**src/sv/fpa_pkg.sv**
```systemverilog
package fpa_pkg;

    localparam int DATA_W        = 32;
    localparam int FRAC_DEFAULT  = 8;

    typedef enum logic [3:0] {
        OP_ADD     = 4'd0,
        OP_SUB     = 4'd1,
        OP_MUL     = 4'd2,
        OP_DIV     = 4'd3,
        OP_GT      = 4'd4,
        OP_LT      = 4'd5,
        OP_GE      = 4'd6,
        OP_LE      = 4'd7,
        OP_EQ      = 4'd8,
        OP_NE      = 4'd9,
        OP_MIN     = 4'd10,
        OP_MAX     = 4'd11,
        OP_INC     = 4'd12,
        OP_DEC     = 4'd13,
        OP_TOINT   = 4'd14,
        OP_FROMINT = 4'd15
    } op_t;

    typedef struct packed {
        logic [DATA_W-1:0] res;
        logic              cmp;
        logic              dz;
        logic              is_mul;
        logic              is_div;
        logic              neg;
        logic [DATA_W-1:0] divisor;
    } side_t;

endpackage

```
**src/sv/fpa_front.sv**
```systemverilog
module fpa_front #(
    parameter int FRAC = fpa_pkg::FRAC_DEFAULT
) (
    input  logic                              aclk,
    input  logic                              aresetn,
    input  logic                              en,
    input  logic                              valid_in,
    input  logic [3:0]                        opcode,
    input  logic signed [fpa_pkg::DATA_W-1:0] a_raw,
    input  logic signed [fpa_pkg::DATA_W-1:0] b_raw,
    output logic                              valid_reg,
    output fpa_pkg::side_t                    side_reg,
    output logic signed [2*fpa_pkg::DATA_W-1:0] prod_reg,
    output logic [fpa_pkg::DATA_W-1:0]        abs_a_reg
);
    import fpa_pkg::*;

    side_t                   side_next;
    logic signed [2*DATA_W-1:0] prod_next;
    logic [DATA_W-1:0]       abs_a_next;
    logic                    lt, gt, eq;

    always_comb begin
        lt         = a_raw < b_raw;
        gt         = a_raw > b_raw;
        eq         = a_raw == b_raw;
        prod_next  = a_raw * b_raw;
        abs_a_next = a_raw[DATA_W-1] ? DATA_W'(-a_raw) : DATA_W'(a_raw);
        side_next         = '0;
        side_next.divisor = b_raw[DATA_W-1] ? DATA_W'(-b_raw) : DATA_W'(b_raw);
        side_next.neg     = a_raw[DATA_W-1] ^ b_raw[DATA_W-1];
        case (op_t'(opcode))
            OP_ADD:     side_next.res = DATA_W'(a_raw + b_raw);
            OP_SUB:     side_next.res = DATA_W'(a_raw - b_raw);
            OP_MUL:     side_next.is_mul = 1'b1;
            OP_DIV: begin
                if (b_raw == '0) begin
                    side_next.dz = 1'b1;
                end else begin
                    side_next.is_div = 1'b1;
                end
            end
            OP_GT:      side_next.cmp = gt;
            OP_LT:      side_next.cmp = lt;
            OP_GE:      side_next.cmp = !lt;
            OP_LE:      side_next.cmp = !gt;
            OP_EQ:      side_next.cmp = eq;
            OP_NE:      side_next.cmp = !eq;
            OP_MIN:     side_next.res = lt ? a_raw : b_raw;
            OP_MAX:     side_next.res = gt ? a_raw : b_raw;
            OP_INC:     side_next.res = DATA_W'(a_raw + 1);
            OP_DEC:     side_next.res = DATA_W'(a_raw - 1);
            OP_TOINT:   side_next.res = DATA_W'(a_raw >>> FRAC);
            OP_FROMINT: side_next.res = DATA_W'(a_raw << FRAC);
            default:    side_next.res = '0;
        endcase
    end

    always_ff @(posedge aclk) begin
        if (!aresetn) begin
            valid_reg <= 1'b0;
        end else if (en) begin
            valid_reg <= valid_in;
        end
    end

    always_ff @(posedge aclk) begin
        if (en) begin
            side_reg  <= side_next;
            prod_reg  <= prod_next;
            abs_a_reg <= abs_a_next;
        end
    end

endmodule

```
**config.mk**
```make
export PLATFORM = sky130hd
export DESIGN_NAME = fpa_front
export DESIGN_NICKNAME = d
export VERILOG_FILES = /design/src/sv/fpa_pkg.sv /design/src/sv/fpa_front.sv
export SDC_FILE = /design/constraint.sdc
export NUM_CORES = 2
export LEC_CHECK = 0
export BUFFER_PORTS_ARGS = -buffer_cell sky130_fd_sc_hd__buf_2
export CORE_AREA = 2 2 348 350
export CTS_BUF_LIST = sky130_fd_sc_hd__clkbuf_4
export CTS_CLUSTER_SIZE = 8
export DETAILED_ROUTE_END_ITERATION = 8
export DIE_AREA = 0 0 350 352
export PLACE_DENSITY_LB_ADDON = 0.3
export SKIP_CTS_REPAIR_TIMING = 1
export SLEW_MARGIN = 20
export SYNTH_ARGS = -nofsm -noshare
export SYNTH_HDL_FRONTEND = slang
export SYNTH_SLANG_ARGS = --single-unit
```
**constraint.sdc**
```tcl
create_clock -name aclk -period 9.6 [get_ports aclk]
set_clock_uncertainty 0.05 [all_clocks]
set_input_delay 0.96 -clock aclk [delete_from_list [all_inputs] [get_ports aclk]]
set_output_delay 0.96 -clock aclk [all_outputs]
set_load 0.005 [all_outputs]
```
# After elaboration in Yosys (flattened, before gate mapping)
# Index checks and enable logic that the tools add are counted.
[word_totals]
elab_cells = 52
input_bits = 72
out_inout_bits = 166
regBits = 166
[classes]
eq_ne = 16
mul = 1
n_mux = 9
bitwise = 1
n_lt_le_gt_ge = 2
add_sub_neg = 6
n_reduce_logical = 5
[ops]
columns = ["cell", "count"]
rows = [
  ["$pmux W32 S8", 1],
  ["$mul A32 B32 Y64", 1],
  ["$mux W32", 2],
  ["$neg A32 Y32", 2],
  ["$mux W31", 2],
  ["$add A32 B2 Y32 const B", 1],
  ["$add A32 B32 Y32", 1],
  ["$eq A32 B32 Y1", 1],
  ["$eq A4 B4 Y1 const B", 8],
  ["$gt A32 B32 Y1", 1],
  ["$logic_not A32 Y1", 1],
  ["$lt A32 B32 Y1", 1],
  ["$sub A32 B2 Y32 const B", 1],
  ["$sub A32 B32 Y32", 1],
  ["$eq A4 B3 Y1 const B", 4],
  ["$eq A4 B2 Y1 const B", 2],
  ["$pmux W1 S6", 1],
  ["$eq A4 B1 Y1 const B", 1],
  ["$logic_not A4 Y1", 1],
  ["$logic_not A1 Y1", 3],
  ["$mux W1", 3],
  ["$xor A1 B1 Y1", 1],
]

# Logic depth before layout (Yosys ltp)
[depth]
depth_word = 3
depth_mapped = 31

# Worst setup path before layout
# Ideal clock, no wire load.
[synth_path]
path_kind = "input port to flip-flop"
startpoint = "input a_raw[31] (netlist bit)"
endpoint = "register prod_reg[63] (netlist bit) (data pin)"
stages = 27
slack_ns = 0.364
t_arrival_ns = 8.926
setup_time_ns = 0.260
t_required_ns = 9.290
cell_sequence = "buf_2 > inv_1 > clkbuf_1 > buf_1 > nor2_1 > fa_1 > fa_1 > fa_1 > fa_1 > inv_1 > fa_1 > inv_1 > fa_1 > fa_1 > fa_1 > ha_1 > clkbuf_1 > a21o_1 > a21o_1 > a21oi_1 > o21ai_0 > a32o_1 > a211oi_1 > o21ai_0 > a21oi_1 > o21ai_1 > xnor2_1"
[synth_between]
elab_chain_len = 1
[synth_rtl]
columns = ["item", "line", "source"]
rows = [
  ["from (decl)", "fpa_front.sv:9", "input logic signed [fpa_pkg::DATA_W-1:0] a_raw,"],
  ["$mul A32 B32 Y64", "fpa_front.sv:27", "prod_next = a_raw * b_raw;"],
  ["named net prod_next[63]", "fpa_front.sv:19", "logic signed [2*DATA_W-1:0] prod_next;"],
  ["to (signal assigned)", "fpa_front.sv:70", "prod_reg <= prod_next;"],
  ["to (decl)", "fpa_front.sv:13", "output logic signed [2*fpa_pkg::DATA_W-1:0] prod_reg,"],
]
# The timed path passes the listed nets, and every way through them passes these cells.
# A chain may end at the register's enable or synchronous reset.

# Worst setup path in the final report
[layout_path]
startpoint = "input b_raw[9] (netlist bit)"
endpoint = "register prod_reg[63] (netlist bit) (data pin)"
[layout_between]
elab_chain_len = 1
[layout_rtl]
columns = ["item", "line", "source"]
rows = [
  ["from (decl)", "fpa_front.sv:10", "input logic signed [fpa_pkg::DATA_W-1:0] b_raw,"],
  ["$mul A32 B32 Y64", "fpa_front.sv:27", ""],
  ["named net prod_next[63]", "fpa_front.sv:19", ""],
]
# The timed path passes the listed nets, and every way through them passes these cells.

==> flow_metrics.py <==
metrics = {
    "floorplan": {
        "start_util": 0.399,
        "die_w_microns": 350,
        "die_y_microns": 352,
        "dieArea_sq_um": 123000,
        "fp-row-count": 127,
        "io_pins": 238,
        "core_area_sq_um": 119000,
    },
    "worst_setup_path": {
        "worstSetupPathType": "input pin to flip-flop",
        "cp.buffers_inverters": 8,
        "critPathLaunchType": "input pin",
        "critPathCaptureType": "flip-flop",
        "max_stage_delay_ns": 0.53,
        "cp.required_ns": 10.24,
        "r2r_cells": 2,
        "path_max_fanout": 26,
        "worst_path_most_repeated_cell": "fa_1",
        "r2r-end": "valid_reg",
        "regToRegStartpoint": "valid_reg",
        "r2r_setup_slack_ns": 8.95,
        "worstPathArrival_ns": 9.48,
        "cp_top_family": "adder cells",
        "slowest_stage": "buf_2",
    },
    "cts": {
        "numClockSinks": 166,
        "cts_buffers": 17,
        "cts_tree": "built",
        "ctsHtreeMaxLevel": 4,
        "cts_root_buffer": "clkbuf_4",
        "clkTransAtPathRegs_ns": 0.23,
        "insertion_delay_ns": 0.87,
        "clk_path_buf_depth": 2,
    },
    "global_route": {
        "grt_max_degree": 69,
        "antenna_found_initial": 15,
        "grt_pass1_vias": 37900,
        "grt_remaining_overflow": 0,
        "grt_pass1_wl_mm": 231,
        "grtUsageTotal": 0.250,
    },
    "place": {
        "port_buffers": 237,
        "hpwl_mm": 122,
        "gp_congestion": 1.01,
    },
    "cells_and_area": {
        "nFillCells": 11800,
        "drive_gt1_frac": 0.0879,
        "largest_reg_flops": 69,
        "syn_to_final_growth_pct": 7.67,
        "nets": 6598,
    },
    "synth": {
        "yosysWarnings": 0,
        "synth_area_sq_um": 47600,
        "synth.avg_cell_area_sq_um": 9.44,
        "synthesis.nets": 6480,
        "synth_top_flop_cell": "edfxtp_1",
        "syn-instance-count": 5043,
        "synth_seq_area_share": 0.105,
        "ys_seq_elements": 166,
        "synth_cell_types": 74,
        "async_flop_share": 0,
        "synth-edff-count": 165,
    },
    "timing": {
        "hold_ws_ns": 0.236,
        "drv_slew": 0,
        "fin_crit_sh": 0.921,
        "finalHoldViolCount": 0,
        "period_needed_ns": 8.85,
        "setup_viol": 0,
        "rsz0062_at_grt": "no",
        "slew_headroom": 0.228,
        "fmax_ghz": 0.113,
        "tightest_slew_ns": 1.15,
    },
    "detailed_routing": {
        "drc": 0,
        "dr.pass1.iters": 8,
        "routedWlPerCell_microns": 21.9,
        "wl_mm": 149,
        "drt_iter0_drc": 3025,
        "vias": 35900,
        "ant_nets": 0,
        "viasPerCell": 5.29,
    },
    "hold_path": {
        "whs_path_depth": 2,
        "holdPathEnd": "valid_reg",
        "min_path_type": "input pin to flip-flop",
        "worstHoldStart": "aresetn",
    },
    "status": {
        "status": "finished clean",
    },
    "flow_run": {
        "cap_violations": 0,
    },
}
[per-layer routing]
| metal | track usage | vias to the layer above | share of wire |
|---|---|---|---|
| li1 | - | 15600 | - |
| met1 | 0.326 | 18600 | 0.39 |
| met2 | 0.399 | 1490 | 0.48 |
| met3 | 0.0565 | 276 | 0.086 |
| met4 | 0.104 | 16 | 0.042 |
| met5 | 0.00392 | - | 0.0010 |
[stage by stage]
| step | cell area, sq um | instances | setup slack (ns) | setup TNS [ns] | utilization |
|---|---|---|---|---|---|
| global route | 51200 | 6789 | 0.559 | 0 | 0.429 |
| finish | 51300 | 6793 | 0.754 | 0 | 0.429 |
| CTS | 51200 | 6786 | 0.954 | 0 | 0.429 |
| detailed placement | 50900 | 6754 | -0.0748 | -0.0748 | 0.427 |
| floorplan | 47600 | 5043 | 0.364 | 0 | - |
| global placement | 50900 | 6754 | -0.00966 | -0.00966 | 0.427 |
[logic make-up after synthesis]
logic type      count (synthesis)  synth area share
simple gates                 1433             0.148
mux                             4          0.000841
compound gates                534            0.0735
xor+xnor                      209            0.0385
fa+ha+maj                    1365             0.530
flops                         166             0.105
buf+inv                      1332             0.105
[worst max path at each step]
stage / slack (ns) / end / cells after the start / startpoint
finish: 0.75 / prod_reg[63] / 28 / b_raw[9]
global route: 0.56 / prod_reg[63] / 28 / b_raw[8]
CTS: 0.95 / prod_reg[63] / 26 / a_raw[18]
floorplan: 0.36 / prod_reg[63] / 27 / a_raw[31]
detailed placement: -0.07 / prod_reg[63] / 26 / a_raw[18]
global placement: -0.01 / prod_reg[63] / 26 / a_raw[18]
[layout by cell type, fill, tap and decap left out, drive strengths merged, types with 11 or more instances in the layout]
cell	count
o21ai	111
a221o	15
a21o	60
nor4	11
nor3	30
fa	1084
a31oi	16
nor2	168
o31ai	18
a21oi	153
nand2	590
a222oi	16
o211ai	14
or3	19
a211oi	13
clkbuf	18
xnor2	159
o21a	15
and3	12
xor2	50
or4	13
edfxtp	165
nand2b	33
a22oi	15
ha	281
buf	403
inv	1033
nand4	24
a221oi	17
nand3	48
o21bai	15
and2	455
[cell type report]
class | count | area [sq um] | share of cell area
Clock inverter | 15 | 164 | 0.00320
Multi-Input combinational cell | 3545 | 37600 | 0.734
Sequential cell | 166 | 4970 | 0.0971
Clock buffer | 17 | 128 | 0.00249
Antenna cell | 7 | 17.5 | 0.000342
Inverter | 1027 | 3850 | 0.0752
Tap cell | 1612 | 2020 | 0.0394
Timing Repair Buffer | 404 | 2460 | 0.0480
[synth_stat cells, drive strengths merged, types with 16 or more instances]
cell    number  area, sq um
nand3       48          245
a21oi      153          766
fa        1084        21700
a21o        60          450
nor2       168          631
buf         28          116
a222oi      16          160
and2       455         2850
o21ai      111          556
nor3        30          160
nand2      590         2210
or3         19          119
clkbuf     277         1040
ha         281         3520
a31oi       16          100
nand4       24          150
xnor2      159         1390
edfxtp     165         4950
inv       1026         3850
o31ai       18          135
a221oi      17          149
nand2b      33          206
xor2        50          438
Power is not shown: default switching activity piles up to over one toggle a cycle in this logic, so the estimate is an artifact.
