$ cat config.mk
export PLATFORM = sky130hd
export DESIGN_NAME = fpa_div_step
export DESIGN_NICKNAME = d
export VERILOG_FILES = /design/src/sv/fpa_pkg.sv /design/src/sv/fpa_div_step.sv
export SDC_FILE = /design/constraint.sdc
export NUM_CORES = 1
export LEC_CHECK = 0
export BUFFER_PORTS_ARGS = -buffer_cell sky130_fd_sc_hd__buf_2
export CELL_PAD_IN_SITES_DETAIL_PLACEMENT = 1
export CELL_PAD_IN_SITES_GLOBAL_PLACEMENT = 2
export CORE_UTILIZATION = 33
export DETAILED_ROUTE_END_ITERATION = 12
export PLACE_DENSITY = 0.88
export SLEW_MARGIN = 20
export SYNTH_ARGS = -nofsm -noshare
export SYNTH_HDL_FRONTEND = slang
export SYNTH_SLANG_ARGS = --single-unit
$ cat constraint.sdc
create_clock -name aclk -period 6 [get_ports aclk]
set_input_delay 1.5 -clock aclk [delete_from_list [all_inputs] [get_ports aclk]]
set_output_delay 1.5 -clock aclk [all_outputs]
set_load 0.01 [all_outputs]
$ cat src/sv/fpa_pkg.sv
package fpa_pkg;

    localparam int DATA_W        = 32;
    localparam int FRAC_DEFAULT  = 8;

    typedef enum logic [3:0] {
        OP_ADD     = 4'd0,
        OP_SUB     = 4'd1,
        OP_MUL     = 4'd2,
        OP_DIV     = 4'd3,
        OP_GT      = 4'd4,
        OP_LT      = 4'd5,
        OP_GE      = 4'd6,
        OP_LE      = 4'd7,
        OP_EQ      = 4'd8,
        OP_NE      = 4'd9,
        OP_MIN     = 4'd10,
        OP_MAX     = 4'd11,
        OP_INC     = 4'd12,
        OP_DEC     = 4'd13,
        OP_TOINT   = 4'd14,
        OP_FROMINT = 4'd15
    } op_t;

    typedef struct packed {
        logic [DATA_W-1:0] res;
        logic              cmp;
        logic              dz;
        logic              is_mul;
        logic              is_div;
        logic              neg;
        logic [DATA_W-1:0] divisor;
    } side_t;

endpackage

$ cat src/sv/fpa_div_step.sv
module fpa_div_step #(
    parameter int DVD_W = fpa_pkg::DATA_W + fpa_pkg::FRAC_DEFAULT
) (
    input  logic                          aclk,
    input  logic                          aresetn,
    input  logic                          en,
    input  logic                          valid_in,
    input  fpa_pkg::side_t                side_in,
    input  logic [fpa_pkg::DATA_W-1:0]    rem_in,
    input  logic [DVD_W-1:0]              dvd_in,
    output logic                          valid_reg,
    output fpa_pkg::side_t                side_reg,
    output logic [fpa_pkg::DATA_W-1:0]    rem_reg,
    output logic [DVD_W-1:0]              dvd_reg
);
    import fpa_pkg::*;

    logic [DATA_W:0]   trial;
    logic [DATA_W:0]   diff;
    logic              qbit;
    logic [DATA_W-1:0] rem_next;
    logic [DVD_W-1:0]  dvd_next;

    always_comb begin
        trial    = {rem_in, dvd_in[DVD_W-1]};
        diff     = trial - {1'b0, side_in.divisor};
        qbit     = !diff[DATA_W];
        rem_next = qbit ? diff[DATA_W-1:0] : trial[DATA_W-1:0];
        dvd_next = {dvd_in[DVD_W-2:0], qbit};
    end

    always_ff @(posedge aclk) begin
        if (!aresetn) begin
            valid_reg <= 1'b0;
        end else if (en) begin
            valid_reg <= valid_in;
        end
    end

    always_ff @(posedge aclk) begin
        if (en) begin
            side_reg <= side_in;
            rem_reg  <= rem_next;
            dvd_reg  <= dvd_next;
        end
    end

endmodule

### Yosys cells after proc, flatten, opt, wreduce, memory -nomap -nowiden

Cells that the tools add are included.

| storage, ports and cells | value |
|---|---|
| flip-flop bits (word level) | 142 |
| logic and storage cells | 13 |

| operators by class | value |
|---|---|
| multiplexer cells | 1 |
| reductions and logical operators | 1 |
| add/subtract/negate cells | 1 |

Operators by type and width:

| kind | number |
|---|---|
| $sub 33x32->33 | 1 |
| $mux 32 | 1 |
| $logic_not 1->1 | 1 |

### Longest topological paths before layout

Gate-level depths: netlist of the first run.

| depth | value |
|---|---|
| word-level depth | 2 |
| depth in mapped cells | 12 |

### Least setup slack after synthesis of the first run

OpenSTA, ideal clock, no wires.

| timing | value |
|---|---|
| path type | input-to-reg |
| from | in dvd_in[39] |
| to | reg rem_reg[10] (netlist bit), data pin |
| slack | 1.983 ns |
| stages | 12 |
| data arrival time | 3.757 ns |
| required time | 5.740 ns |
| path through | inv_1 > ha_1 > fa_1 > nand2b_1 > a21oi_1 > o211ai_1 > a21oi_1 > o31a_2 > mux2i_1 > nor2_2 > buf_6 > mux2_4 |

| on the way | value |
|---|---|
| cells in the longest elaborated chain, start to end | 2 |

Ends and longest elaborated chain:

| item | RTL line | RTL |
|---|---|---|
| from (decl) | fpa_div_step.sv:10 | `input logic [DVD_W-1:0] dvd_in,` |
| $sub 33x32->33 | fpa_div_step.sv:26 | `diff = trial - {1'b0, side_in.divisor};` |
| $mux 32 | fpa_div_step.sv:28 | `rem_next = qbit ? diff[DATA_W-1:0] : trial[DATA_W-1:0];` |
| via rem_next[10] | fpa_div_step.sv:21 | `logic [DATA_W-1:0] rem_next;` |
| to (signal assigned) | fpa_div_step.sv:43 | `rem_reg <= rem_next;` |
| to (decl) | fpa_div_step.sv:13 | `output logic [fpa_pkg::DATA_W-1:0] rem_reg,` |

The timed path passes the listed nets, and every way through them passes these cells.
A chain may end at the register's enable or synchronous reset.

### Worst setup path after layout of the first run

| timing | value |
|---|---|
| from | in side_in[0] (netlist bit) |
| to | reg rem_reg[2] (netlist bit), data pin |

| on the way | value |
|---|---|
| cells in the longest elaborated chain, start to end | 2 |

Ends and longest elaborated chain:

| item | RTL line | RTL |
|---|---|---|
| from (decl) | fpa_div_step.sv:8 | `input fpa_pkg::side_t side_in,` |
| $sub 33x32->33 | fpa_div_step.sv:26 |  |
| $mux 32 | fpa_div_step.sv:28 |  |
| via rem_next[2] | fpa_div_step.sv:21 |  |

The timed path passes the listed nets, and every way through them passes these cells.

==> results.tsv, run 1 <==
stage	metric	value	unit
yosys	synth-adder-area-share	0.0622	
power_and_ir_drop	peakVddDrop	0.195	mV
setup_path	crit_type	input port to register	
clocking	clock-sinks	142	
yosys	synthSimpleGateAreaFrac	0.0766	
yosys	synth_top_family_by_area	compound AO/OA/AOI/OAI gates	
power_and_ir_drop	power_leakage	4.12	nW
setup_path	worstSetupStartpointType	input port	
power_and_ir_drop	p_per_area	317	mW/mm^2
yosys	synth_compound_area_frac	0.101	
floorplanning	rows	52	
clocking	post_cts_buffers	0	
floorplanning	core_area	0.0202	sq mm
yosys	syn-num-nets	666	
setup_path	critPathRequiredTime	6.16	ns
grt	antenna_found_initial	1	
timing	tns	0	ns
yosys	avgSynthCellArea	13.9	sq um
routing	route.detailed.drc	0	
yosys	netlist.top_cell.by_area	edfxtp_1	
floorplanning	die_area	0.0211	sq mm
place	hpwl	15100	um
yosys	yosysTopAreaCellShare	0.626	
timing	finalSetupViolCount	0	
timing	hold_viol	0	
clocking	clk_pin_slew	0.07	ns
yosys	ys.flop_type	edfxtp_1	
timing	max_freq	228	MHz
yosys	synth_cells	488	
clocking	cts_tree	yes	
yosys	synth.area.mux_share	0.0694	
yosys	ys_ff_latch	142	
routing	first_pass_iters	4	
routing	vias	5064	
yosys	netlist_area	0.00676	sq mm
timing	report.final.slew_viol_count	0	
setup_path	worstPathArrival	4.54	ns
yosys	synth_xor_xnor_area_share	0.0298	
status	status	finished clean	
yosys	synth_edf_count	141	
grt	grt.overflow.total	0	
clocking	hold_buffers	0	
yosys	ys_warn_count	0	
timing	min_period_over_period	0.730	
floorplanning	die_h	145	um
clocking	cts_buffers	17	
final_layout	area_growth	34.8	%
setup_path	critPathCaptureType	register	
power_and_ir_drop	total_power	0.00289	W
grt	grt_pass1_vias	5319	
routing	dr.first_iter.drc_count	269	
clocking	htree_levels	4	
clocking	root_buffer	clkbuf_16	
final_layout	layout-drive-gt1-share	0.445	
worst_hold_path	hold_path.class	register to register	
clocking	cts_resized	0	
routing	vias_per_cell	4.74	
timing	worstMarginPinSlew	1.04	ns
place	port_buffers	286	
run	maxCapViolations	0	
grt	grt_use_total	0.189	
setup_path	worst-path-max-fanout	23	
clocking	clockBufferDepth	2	
floorplanning	io-pin-count	287	
yosys	synthArstFlopShare	0	
timing	relSlewSlack	0.305	
routing	drtAntennaViolNets	0	
clocking	clk_latency	0.42	ns
floorplanning	die_w	145	um
routing	totalWireLength	19600	um
yosys	synthTopCellsByArea	edfxtp_1 63%, ha_1 5.9%, mux2_4 5.5%	
final_layout	largest_register_ffs	69	
timing	layout_min_cycle_time	4.38	ns
routing	wl_per_cell	18.4	um
floorplanning	initial_utilization	0.335	
yosys	synth_cell_type_count	50	
place	gp_congestion	0.791	
yosys	yosysSeqAreaShare	0.629	
grt	grt_pass1_wl	30300	um
timing	rsz0062_at_grt	no	
grt	grt_max_degree	114	
timing	skew	0	ns
final_layout	nets	962	
## cell type report
class,count,area [sq um]
fill,2213,11100
multi-input combinational,297,2300
antenna,1,2.50
clock buffer,17,425
timing repair buffer,288,1470
clock inverter,15,193
tap,270,338
sequential,142,4250
inverter,38,143
## worst max-delay path, stage by stage
cell and delay, ns:
buf_2 0.12, ha_1 0.24, fa_1 0.43, nand2b_1 0.19, a21oi_1 0.21, o211ai_1 0.18
a21oi_1 0.21, o31a_2 0.19, mux2i_1 0.11, nor2_4 0.49, buf_12 0.29, mux2_2 0.36
## layer usage
metal	share of wire	up-vias	GRT usage
met1	0.42	2443	0.226
met4	0.0094	0	0.0553
met3	0.052	10	0.0431
met5	0	-	0
li1	-	2432	-
met2	0.52	179	0.337
## through the flow
step | setup WS, ns | std cells | utilization | cell area (sq um) | hold WS, ns
floorplan | 1.98 | 488 | - | 6760 | 0.538
global placement | 1.27 | 1035 | 0.421 | 8500 | 0.504
detailed placement | 1.17 | 1035 | 0.421 | 8500 | 0.571
CTS | 1.60 | 1067 | 0.452 | 9120 | 0.614
global route | 1.41 | 1068 | 0.452 | 9120 | 0.652
finish | 1.62 | 1068 | 0.452 | 9120 | 0.592
## kinds of logic after synthesis
family,Yosys count
flip-flops,142
AO/OA/AOI/OAI,107
AND/OR/NAND/NOR,100
buffers and inverters,49
multiplexers,34
adder cells (fa/ha/maj),33
XOR/XNOR,23
## synth_stat cells, drive strengths merged (6+ instances only)
library cell / instances
nand2: 27
ha: 32
mux2i: 6
nor2b: 6
clkbuf: 6
nand4: 6
o211ai: 6
nand2b: 8
xor2: 10
a21o: 18
edfxtp: 141
nor2: 19
mux2: 28
xnor2: 13
a21oi: 39
inv: 38
o21ai: 18
nand3: 10
## cell usage in the layout, fill, tap and decap left out, drive strengths merged, types with 3 or more instances in the layout
cell,count
a211oi,3
a21bo,3
a21o,18
a21oi,39
and2,3
and3,4
and4,3
buf,288
clkbuf,17
clkinv,4
edfxtp,141
ha,32
inv,47
mux2,28
mux2i,6
nand2,27
nand2b,8
nand3,10
nand4,6
nor2,19
nor2b,6
nor3,4
o211ai,6
o21a,5
o21ai,18
o21bai,5
xnor2,13
xor2,10
## path summary, 6_finish.rpt
kind / startpoint / endpoint / slack, ns / depth (start not counted)
max: side_in[0] / rem_reg[2]$_DFFE_PP_ / 1.62 / 12
min: valid_reg$_SDFFE_PN0P_ / valid_reg$_SDFFE_PN0P_ / 0.59 / 2
max reg2reg: valid_reg$_SDFFE_PN0P_ / valid_reg$_SDFFE_PN0P_ / 5.28 / 2
min reg2reg: valid_reg$_SDFFE_PN0P_ / valid_reg$_SDFFE_PN0P_ / 0.59 / 2
## where the power goes
group          internal (W)  total (W)  switching [W]
Clock              0.000636    0.00111       0.000471
Sequential          0.00121    0.00123      0.0000224
Combinational      0.000251   0.000555       0.000304
(Power assumes the default switching activity.)
==> inputs of run 2 (changes only) <==
--- a/config.mk
+++ b/config.mk
@@ -8,9 +8,9 @@
 export BUFFER_PORTS_ARGS = -buffer_cell sky130_fd_sc_hd__buf_2
 export CELL_PAD_IN_SITES_DETAIL_PLACEMENT = 1
 export CELL_PAD_IN_SITES_GLOBAL_PLACEMENT = 2
-export CORE_UTILIZATION = 33
+export CORE_UTILIZATION = 28
 export DETAILED_ROUTE_END_ITERATION = 12
-export PLACE_DENSITY = 0.88
+export PLACE_DENSITY = 0.8
 export SLEW_MARGIN = 20
 export SYNTH_ARGS = -nofsm -noshare
 export SYNTH_HDL_FRONTEND = slang
==> constraint.sdc (replaced) <==
create_clock -name aclk -period 4 [get_ports aclk]
set_input_delay 1 -clock aclk [delete_from_list [all_inputs] [get_ports aclk]]
set_output_delay 1 -clock aclk [all_outputs]
set_load 0.01 [all_outputs]
==> results.tsv, run 2 (synthesis results as in run 1) <==
stage	metric	value	unit
status	status	finished clean	
timing	finalSetupViolCount	0	
power_and_ir_drop	peakVddDrop	0.227	mV
worst_hold_path	holdPathEnd	valid_reg$_SDFFE_PN0P_	
timing	worstMarginPinSlew	0.614	ns
floorplanning	io-pin-count	287	
final_layout	largest_register_ffs	69	
clocking	hold_buffers	0	
clocking	post_cts_buffers	0	
routing	vias	5102	
place	gp_congestion	0.786	
routing	totalWireLength	20100	um
clocking	clock-sinks	142	
worst_hold_path	hold_path.class	register to register	
clocking	cts_resized	0	
routing	wl_per_cell	17.8	um
final_layout	n_fill_cell	2625	
final_layout	layout_common_cells	285 x buf_2, 141 x edfxtp_1, 38 x inv_1, 38 x a21oi_1, 32 x ha_1	
grt	grt.overflow.total	0	
timing	report.final.slew_viol_count	0	
floorplanning	initial_utilization	0.286	
run	maxCapViolations	0	
routing	vias_per_cell	4.52	
timing	layout_min_cycle_time	3.49	ns
setup_path	slowest_stage	fa_1	
setup_path	cp_slowest_stage_delay	0.41	ns
place	port_buffers	286	
place	hpwl	15800	um
setup_path	r2r_start	valid_reg$_SDFFE_PN0P_	
grt	grt_pass1_wl	29600	um
clocking	htree_levels	4	
setup_path	r2r_cells	2	
routing	dr.first_iter.drc_count	245	
timing	hold_viol	0	
routing	first_pass_iters	4	
clocking	cts_buffers	17	
floorplanning	core_area	0.0236	sq mm
clocking	clockBufferDepth	2	
floorplanning	die_h	157	um
timing	skew	0	ns
floorplanning	rows	56	
timing	max_freq	286	MHz
final_layout	layout-drive-gt1-share	0.454	
setup_path	r2r_setup_slack	3.39	ns
setup_path	worst-path-max-fanout	13	
grt	grt_pass1_vias	5249	
timing	tns	0	ns
timing	min_period_over_period	0.873	
place	placed_cells	1096	
grt	grt_use_total	0.163	
worst_hold_path	min_from	valid_reg$_SDFFE_PN0P_	
routing	drtAntennaViolNets	0	
final_layout	fin_cells	1129	
setup_path	r2r-end	valid_reg$_SDFFE_PN0P_	
final_layout	nets	974	
setup_path	worstPathArrival	3.67	ns
timing	relSlewSlack	0.588	
clocking	clk_pin_slew	0.08	ns
routing	route.detailed.drc	0	
final_layout	final_common_cell	buf_2	
power_and_ir_drop	p_per_area	469	mW/mm^2
clocking	root_buffer	clkbuf_16	
clocking	cts_tree	yes	
setup_path	critPathRequiredTime	4.17	ns
setup_path	cp_common_cell	a21oi_1	
worst_hold_path	min_delay_path_depth	2	
grt	antenna_found_initial	2	
floorplanning	die_area	0.0248	sq mm
floorplanning	die_w	157	um
power_and_ir_drop	power_leakage	4.17	nW
clocking	clk_latency	0.43	ns
grt	grt_max_degree	61	
final_layout	area_growth	36.8	%
setup_path	path_cells	buf_2 > ha_1 > fa_1 > nand2b_1 > a21oi_1 > o211ai_1 > a21oi_1 > o31a_2 > mux2i_1 > nor2_4 > buf_4 > mux2_2	
timing	rsz0062_at_grt	no	
setup_path	critPathCaptureType	register	
setup_path	crit_type	input port to register	
setup_path	worstSetupStartpointType	input port	
==> run 2: cell types whose count changed in the layout (fill, tap and decap cells not counted), sizes merged <==
cell and delta:
buf +12, bufinv -1, clkinvlp +1
==> run 2: worst max path at each step <==
| stage | endpoint | cells past startpoint | from | slack, ns |
|---|---|---|---|---|
| 3_5_place_dp | rem_reg[31]$_DFFE_PP_ | 12 | side_in[0] | 0.07 |
| 5_1_grt | rem_reg[31]$_DFFE_PP_ | 13 | dvd_in[39] | 0.35 |
| 6_report | rem_reg[31]$_DFFE_PP_ | 12 | side_in[0] | 0.51 |
| 4_1_cts | rem_reg[31]$_DFFE_PP_ | 12 | side_in[0] | 0.50 |
| 3_3_place_gp | rem_reg[31]$_DFFE_PP_ | 13 | dvd_in[39] | 0.16 |
| 2_1_floorplan | rem_reg[10]$_DFFE_PP_ | 12 | dvd_in[39] | 0.48 |
==> run 2: metrics by stage <==
stage	power [W]	cell area, sq um	hold WS [ns]	util	setup slack (ns)
floorplan	0.00236	6760	0.538	-	0.483
global placement	0.00271	8640	0.494	0.366	0.155
detailed placement	0.00273	8640	0.528	0.366	0.0660
CTS	0.00441	9250	0.549	0.392	0.496
global route	0.00455	9260	0.589	0.392	0.351
finish	0.00434	9260	0.535	0.392	0.507
==> run 2: where the power goes <==
| group | total, W | switching [W] | internal, W |
|---|---|---|---|
| clock | 0.00166 | 0.000750 | 0.000906 |
| sequential | 0.00184 | 0.0000350 | 0.00181 |
| combinational | 0.000844 | 0.000457 | 0.000387 |
==> run 2: layer usage <==
| layer | track usage | wire length [um] |
|---|---|---|
| met3 | 0.0512 | 1540 |
| met5 | 0 | 13 |
| met2 | 0.286 | 10000 |
| met4 | 0.0592 | 369 |
| met1 | 0.183 | 8130 |
==> run 2: layout make-up <==
type                            instances  area (sq um)  area share
Tap cell                              319           399      0.0431
Clock buffer                           17           425      0.0460
Clock inverter                         15           191      0.0207
Multi-Input combinational cell        297          2300       0.248
Sequential cell                       142          4250       0.460
Timing Repair Buffer                  300          1540       0.167
Antenna cell                            1          2.50    0.000270
Inverter                               38           143      0.0154
==> run 2: worst max-delay path, delay by kind of cell <==
kind,cells,cell delay (ns)
fa+ha+maj,2,0.66
mux,2,0.48
compound gates,4,0.78
simple gates,2,0.32
buf+inv,2,0.42
